$ cat src/design/jvns_pkg.sv
// ----------------------------------------------------------------------------
// Jones vector normalize and split: shared package
// Widths, payload structs, the register map and the rounding helper used by
// the front end, the root cells and the matrix back end.
// ----------------------------------------------------------------------------
package jvns_pkg;

  // Field widths.
  localparam int SampleBits = 16;
  localparam int CoefBits   = 16;
  localparam int CfgBits    = 2 * CoefBits;
  localparam int NumRegs    = 8;
  localparam int CfgIdxBits = $clog2(NumRegs);

  // Root search: q = floor(sqrt(2^62 / E)) fits in SqrtBits bits.
  localparam int SqrtBits   = 18;
  localparam int RemBits    = 63;
  localparam int AccBits    = 70;
  localparam int EnergyBits = 33;
  localparam int SquareBits = 31;

  // Unit vector and matrix sums.
  localparam int ProdUBits  = SampleBits + SqrtBits + 1;
  localparam int UnitBits   = 32;
  localparam int MulBits    = UnitBits + CoefBits;
  localparam int SumBits    = 50;
  localparam int RoundShift = 29;

  // Register map, row-major matrix elements of both paths.
  typedef enum logic [CfgIdxBits-1:0] {
    REG_H_XX, REG_H_XY, REG_H_YX, REG_H_YY,
    REG_V_XX, REG_V_XY, REG_V_YX, REG_V_YY
  } cfg_reg_e;

  // A coefficient of 1.0 in the real half, zero imaginary.
  localparam logic [CfgBits-1:0] CoefOne = CfgBits'(1) << (CfgBits - 2);

  typedef logic signed [SampleBits-1:0] sample_t;

  typedef struct packed {
    logic signed [SampleBits-1:0] x_re;
    logic signed [SampleBits-1:0] x_im;
    logic signed [SampleBits-1:0] y_re;
    logic signed [SampleBits-1:0] y_im;
  } jvns_in_t;

  typedef struct packed {
    logic signed [CoefBits-1:0] one_x_re;
    logic signed [CoefBits-1:0] one_x_im;
    logic signed [CoefBits-1:0] one_y_re;
    logic signed [CoefBits-1:0] one_y_im;
    logic signed [CoefBits-1:0] two_x_re;
    logic signed [CoefBits-1:0] two_x_im;
    logic signed [CoefBits-1:0] two_y_re;
    logic signed [CoefBits-1:0] two_y_im;
    logic                       zero_input;
  } jvns_out_t;

  // What one root cell hands to the next one.
  typedef struct packed {
    logic                      valid;
    logic                      zero;
    sample_t [3:0]             w;
    logic [RemBits-1:0]        rem;
    logic [AccBits-1:0]        acc_x;
    logic [AccBits-1:0]        acc_y;
    logic [SqrtBits-1:0]       root;
  } jvns_cell_t;

  // Round to nearest at bit RoundShift and saturate to a coefficient word.
  function automatic logic [CoefBits-1:0] round_sat(input logic signed [SumBits-1:0] s);
    logic signed [SumBits-1:0] half;
    logic signed [SumBits-1:0] hi;
    logic signed [SumBits-1:0] lo;
    logic signed [SumBits-1:0] r;
    half = SumBits'(1) <<< (RoundShift - 1);
    hi   = (SumBits'(1) <<< (CoefBits - 1)) - SumBits'(1);
    lo   = -(SumBits'(1) <<< (CoefBits - 1));
    r    = (s + half) >>> RoundShift;
    if (r > hi) begin
      r = hi;
    end else if (r < lo) begin
      r = lo;
    end
    return r[CoefBits-1:0];
  endfunction

endpackage

$ cat src/design/jvns_front.sv
// ----------------------------------------------------------------------------
// Jones vector normalize and split: front end
// Scales the vector by a common power of two, squares and sums the
// components, and seeds the first root cell.
// ----------------------------------------------------------------------------
module jvns_front (
  input  logic                clk_i,
  input  logic                rst_ni,
  input  logic                adv_i,
  input  logic                valid_i,
  input  jvns_pkg::jvns_in_t  data_i,
  output jvns_pkg::jvns_cell_t cell_o
);
  import jvns_pkg::*;

  sample_t [3:0]         comp;
  logic [SampleBits-2:0] diff;
  logic [3:0]            shamt;
  logic                  zero;

  logic                  v1_q, v2_q, v3_q;
  logic                  z1_q, z2_q, z3_q;
  sample_t [3:0]         w1_q, w2_q, w3_q;
  logic [SquareBits-1:0] sq_q [4];
  logic [EnergyBits-1:0] energy;
  logic [EnergyBits-1:0] energy_q;

  // Component 0 is x_re, component 3 is y_im.
  assign comp = {data_i.y_im, data_i.y_re, data_i.x_im, data_i.x_re};

  // Redundant sign bits shared by all four components give the shift.
  always_comb begin
    diff = '0;
    zero = 1'b1;
    for (int i = 0; i < 4; i++) begin
      diff = diff | (comp[i][SampleBits-1:1] ^ comp[i][SampleBits-2:0]);
      if (comp[i] != '0) zero = 1'b0;
    end
    shamt = 4'(SampleBits - 1);
    for (int b = 0; b < SampleBits - 1; b++) begin
      if (diff[b]) shamt = 4'(SampleBits - 2 - b);
    end
  end

  assign energy = EnergyBits'(sq_q[0]) + EnergyBits'(sq_q[1])
                + EnergyBits'(sq_q[2]) + EnergyBits'(sq_q[3]);

  // Valid bits of the three front stages.
  always_ff @(posedge clk_i or negedge rst_ni) begin
    if (!rst_ni) begin
      v1_q <= 1'b0;
      v2_q <= 1'b0;
      v3_q <= 1'b0;
    end else if (adv_i) begin
      v1_q <= valid_i;
      v2_q <= v1_q;
      v3_q <= v2_q;
    end
  end

  // Shift, square, then sum.
  always_ff @(posedge clk_i) begin
    if (adv_i) begin
      z1_q <= zero;
      for (int i = 0; i < 4; i++) begin
        w1_q[i] <= comp[i] <<< shamt;
      end
      z2_q <= z1_q;
      w2_q <= w1_q;
      for (int i = 0; i < 4; i++) begin
        sq_q[i] <= SquareBits'($signed(w1_q[i]) * $signed(w1_q[i]));
      end
      z3_q     <= z2_q;
      w3_q     <= w2_q;
      energy_q <= energy;
    end
  end

  // First cell tests the top root bit against 2^62.
  always_comb begin
    cell_o.valid = v3_q;
    cell_o.zero  = z3_q;
    cell_o.w     = w3_q;
    cell_o.rem   = RemBits'(1) << (RemBits - 1);
    cell_o.acc_x = '0;
    cell_o.acc_y = AccBits'(energy_q) << (2 * (SqrtBits - 1));
    cell_o.root  = '0;
  end

endmodule

$ cat config.mk
export PLATFORM = sky130hd
export DESIGN_NAME = jvns_front
export DESIGN_NICKNAME = d
export VERILOG_FILES = /design/src/design/jvns_pkg.sv /design/src/design/jvns_front.sv
export SDC_FILE = /design/constraint.sdc
export NUM_CORES = 2
export LEC_CHECK = 0
export ABC_AREA = 1
export ABC_CLOCK_PERIOD_IN_PS = 7100
export BUFFER_PORTS_ARGS = -buffer_cell sky130_fd_sc_hd__buf_4
export CAP_MARGIN = 5
export CELL_PAD_IN_SITES_DETAIL_PLACEMENT = 0
export CELL_PAD_IN_SITES_GLOBAL_PLACEMENT = 2
export CORE_MARGIN = 2
export CORE_UTILIZATION = 41
export DETAILED_ROUTE_END_ITERATION = 10
export PLACE_DENSITY_LB_ADDON = 0.1
export SYNTH_ARGS = -nofsm -noshare
export SYNTH_HDL_FRONTEND = slang
export SYNTH_SLANG_ARGS = --single-unit
export TNS_END_PERCENT = 30
$ cat constraint.sdc
create_clock -name clk_i -period 7.1 [get_ports clk_i]
set_input_delay 1.065 -clock clk_i [delete_from_list [all_inputs] [get_ports clk_i]]
set_output_delay 1.065 -clock clk_i [all_outputs]
set_load 0.01 [all_outputs]
* Yosys cells after proc, flatten, opt, wreduce, memory -nomap -nowiden
Memory sizes are Yosys's and may differ from the RTL's.
Cells that the tools add are included.
** Cells by class
- Add/subtract/negate cells :: 3
- Multipliers :: 4
- Shift-type cells :: 4
- Mux-type cells :: 18
- Bitwise operators :: 7
- Reductions and logical operators :: 5
** Operators by type and width (number)
- 16-bit by 16-bit multiplier with 31-bit output :: 4
- 16-bit nonzero test :: 4
- 16-bit by 4-bit <<< shifter with 16-bit output :: 4
- 15-bit bitwise XOR :: 4
- 4-bit 2-to-1 mux :: 14
- 15-bit OR :: 3
- 32-bit by 31-bit adder with 33-bit output :: 1
- 33-bit by 31-bit adder with 33-bit output :: 1
- 31-bit by 31-bit adder with 32-bit output :: 1
- 1-bit 2-to-1 mux :: 4
- 3-bit OR reduction :: 1
** Word-level totals
- Register bits after elaboration :: 231
- RAM bits :: 124
- Memories :: 1
** Memory list
- sq_q :: words 4, bits a word 31, rd ports 4, clocked after Yosys merged registers in 0, wr ports 4, RTL line jvns_front.sv:24 : logic [SquareBits-1:0] sq_q [4];

* Longest topological paths before layout
- Depth after elaboration :: 20
- Depth in mapped cells :: 29
- Depth with buffers taken out :: 28

* Worst setup path before layout
OpenSTA, ideal clock, no wires.
- Kind :: reg-to-reg
- Start :: register w1_q[1] (netlist name)
- End :: memory sq_q[0][30], data pin
- Setup time :: 0.260 ns
- Arrival time :: 5.867 ns
- Data required time :: 6.840 ns
- Slack :: 0.973 ns
- Stages on the path, launching flop included :: 27
- Path buffers :: 2
- Period minus slack after synthesis :: 6.127 ns
- Cell sequence :: edfxtp_1 clkbuf_1 clkbuf_1 nand2_1 inv_1 fa_1 inv_1 fa_1 inv_1 fa_1 fa_1 fa_1 inv_1 fa_1 inv_1 ha_1 nand2_1 o21ai_0 a21oi_1 nand3_1 nand3_1 nand2_1 a21boi_0 o21ai_0 nand2_1 nand2_1 xor2_1
** RTL lines
- start: declaration :: RTL line jvns_front.sv:23 : sample_t [3:0] w1_q, w2_q, w3_q;
- start signal: indexed assignment :: RTL line jvns_front.sv:66 : w1_q[i] <= comp[i] <<< shamt;
- end: declaration :: RTL line jvns_front.sv:24

==> flow_summary.toml <==
[logic_synthesis]
synth_cell_types = 48
yosys_register_bits = 347
synth_edf_count = 344
ys_top_cells_by_count = "1597 x inv_1, 980 x fa_1, 889 x nand2_1, 406 x ha_1, 354 x nand3_1"
synth_seq_area_share = 0.196
yosysWarnings = 0
synth.most_common_cell = "inv_1"
syn_inst = 5719
yosys-top-cells-area = "fa_1 37%, edfxtp_1 19%, inv_1 11%"
synth_top_area_cell = "fa_1"
syn_area_per_cell_um2 = 9.30
async_flop_share = 0.00865
ys.flop_type = "edfxtp_1"
synth_top_area_frac = 0.369
mappedNetlistArea_um2 = 53200

[floorplanning]
placementRows = 132
die_w_um = 364
core_um2 = 129000
dieArea_um2 = 133000
die_h_um = 364
io-pin-count = 355
start_util = 0.412

[layout]
diodes = 0
area.growth.synth_to_final_pct = 8.46
seq_area_um2 = 10400
drive_gt1_frac = 0.0674
fin_util = 0.447
design_area_um2 = 57700
multiInputGateArea_um2 = 35300
fillCellCount = 12800
finalNetCount = 7325
layout.cells.non_filler = 7649

[grt]
grtUsageMet1 = 0.322
grt_most_used_layer = "met2"
grt_max_degree = 164
antenna_found_initial = 7
gr-total-overflow = 0
grt_first_pass_wirelength_mm = 230
grtUsageMet3 = 0.0504
grt_use_total = 0.232
grt_use_met2 = 0.375
first_global_vias = 39000

[clocking]
clk_pin_slew_ps = 60
cts_buffers = 46
clock_path_buffers = 3
cts_htree_levels = 2
cts_tree = "yes"
clockRootBuffer = "clkbuf_16"
clk_latency_ps = 650
cts.sinks = 347

[sta]
fmax_mhz = 150
setup_viol = 0
finalHoldViolations = 0
slew_viol_final = 0
max_slew_margin = 0.263
period_needed_ps = 6660
fin_setup_tns_ps = 0
rsz0062_at_grt = "false"
worst_slew_pin_slew_ps = 1110
final.setup_skew_ps = 40.1
period_share = 0.939

[detailed_routing]
drc = 0
avgViaCountPerCell = 4.73
drtPass1Iterations = 5
drt_iter0_drc = 2457
antenna_left = 0
avgRoutedWirePerCell_um = 19.4
wl_mm = 148
vias = 36200

[setup_path]
crit_top_cell = "fa_1"
crit_chain = "buf_4 > nand2_1 > inv_1 > fa_1 > fa_1 > inv_1 > fa_1 > fa_1 > fa_1 > fa_1 > inv_1 > ha_1 > nand2_1 > nor4_1 > nand2_1 > o211ai_1 > nand3_1 > nand2_1 > a31oi_1 > xor2_1"
max_stage_delay_ps = 690
critPathMaxFanout = 16
crit_arrival_ps = 7010
path_class = "flip-flop to flip-flop"
start_kind = "flip-flop"
cp_slowest_cell = "fa_1"
required_ps = 7450
end_kind = "flip-flop"

[place]
dpl_cell_area_um2 = 56100
dpl.cell_count = 7558
place.gp.congestion = 0.862
io_buffers = 166
post-dp-hpwl_mm = 124

[status]
status = "complete, no violations"

[run]
maxCapViolCount = 0

[min_path]
hp-class = "input port to asynchronous set/reset pin"
[critical path, delay by kind of cell, from the launching register on]
| family | cells | cell delay (ps) |
|---|---|---|
| adders and majority gates | 7 | 3610 |
| AOI/OAI and AO/OA | 2 | 420 |
| xor gates and xnor gates | 1 | 180 |
| and+or+nand+nor | 6 | 980 |
| DFF | 1 | 530 |
| buffers and inverters | 4 | 670 |
[layout make-up]
class	instances	share of cell area
sequential	347	0.180
inverter	1606	0.105
multi-input combinational	3584	0.612
clock inverter	32	0.00662
clock buffer	52	0.0204
tap	1742	0.0378
timing repair buffer	286	0.0380
[what timing repair did]
item                                    CTS  global route
endpoints found under the setup margin    0             2
setup buffers                             0             7
resized for setup                         0             0
hold buffers                              0             0
[flip-flops by register name (all words and copies together), names as in the netlist]
name,count
w2_q,64
z3_q,1
sq_q,116
v2_q,1
v3_q,1
w1_q,64
z2_q,1
energy_q,33
v1_q,1
cell_o,64
z1_q,1
[kinds of logic after synthesis]
| kind of cell | after synthesis | share of synthesized area |
|---|---|---|
| buffers and inverters | 1974 | 0.154 |
| AND/OR/NAND/NOR | 1494 | 0.118 |
| AO/OA/AOI/OAI | 300 | 0.0328 |
| other | 2 | 0.000141 |
| flip-flops | 347 | 0.196 |
| adder cells (fa/ha/maj) | 1386 | 0.464 |
| multiplexers | 2 | 0.000400 |
| XOR/XNOR | 214 | 0.0352 |
[routing by layer]
metal	vias up	share of wire	wire, um
li1	17000	-	-
met1	18200	0.45	66400
met2	880	0.46	68900
met3	137	0.067	9950
met4	0	0.022	3280
met5	-	0	0
[per-stage QoR]
step / setup WS [ps] / hold slack, ps
2_1_floorplan: 973 / 400
3_3_place_gp: 330 / 401
3_5_place_dp: 230 / 405
4_1_cts: 223 / 149
5_1_grt: 55.6 / 167
6_report: 435 / 200
[layout by cell type, fill, tap and decap left out, types with 5 or more instances in the layout]
cell and n:
nand4_1 25, o21bai_1 16, o21ai_0 58, clkinv_1 6
inv_1 1597, conb_1 188, o21ai_2 7, or2_2 8
o221ai_1 5, inv_6 9, nand3_1 354, a21o_1 9
o211ai_1 5, buf_4 282, nand2_1 887, xor2_1 139
clkbuf_16 46, nor2_1 155, o21ai_1 5, inv_2 6
fa_1 980, a211oi_1 5, a21oi_1 147, a31o_2 6
a31oi_1 18, ha_1 406, nor3_1 37, nor4_1 17
clkbuf_1 6, edfxtp_1 344, clkinv_2 5, xnor2_1 75
bufinv_16 6
[path summary, 6_finish.rpt]
kind,startpoint,endpoint,slack (ps),depth (start not counted)
worst max register to register,w1_q[47],sq_q[2][28],440,20
max in group asynchronous,rst_ni,v2_q,6810,1
worst max-delay path,w1_q[47],sq_q[2][28],440,20
worst min register to register,w2_q[29],cell_o[250],400,0
min in group clk_i,w2_q[29],cell_o[250],400,0
worst min-delay path,rst_ni,v1_q,200,1
Power is not shown: default switching activity piles up to over one toggle a cycle in this logic, so the estimate is an artifact.
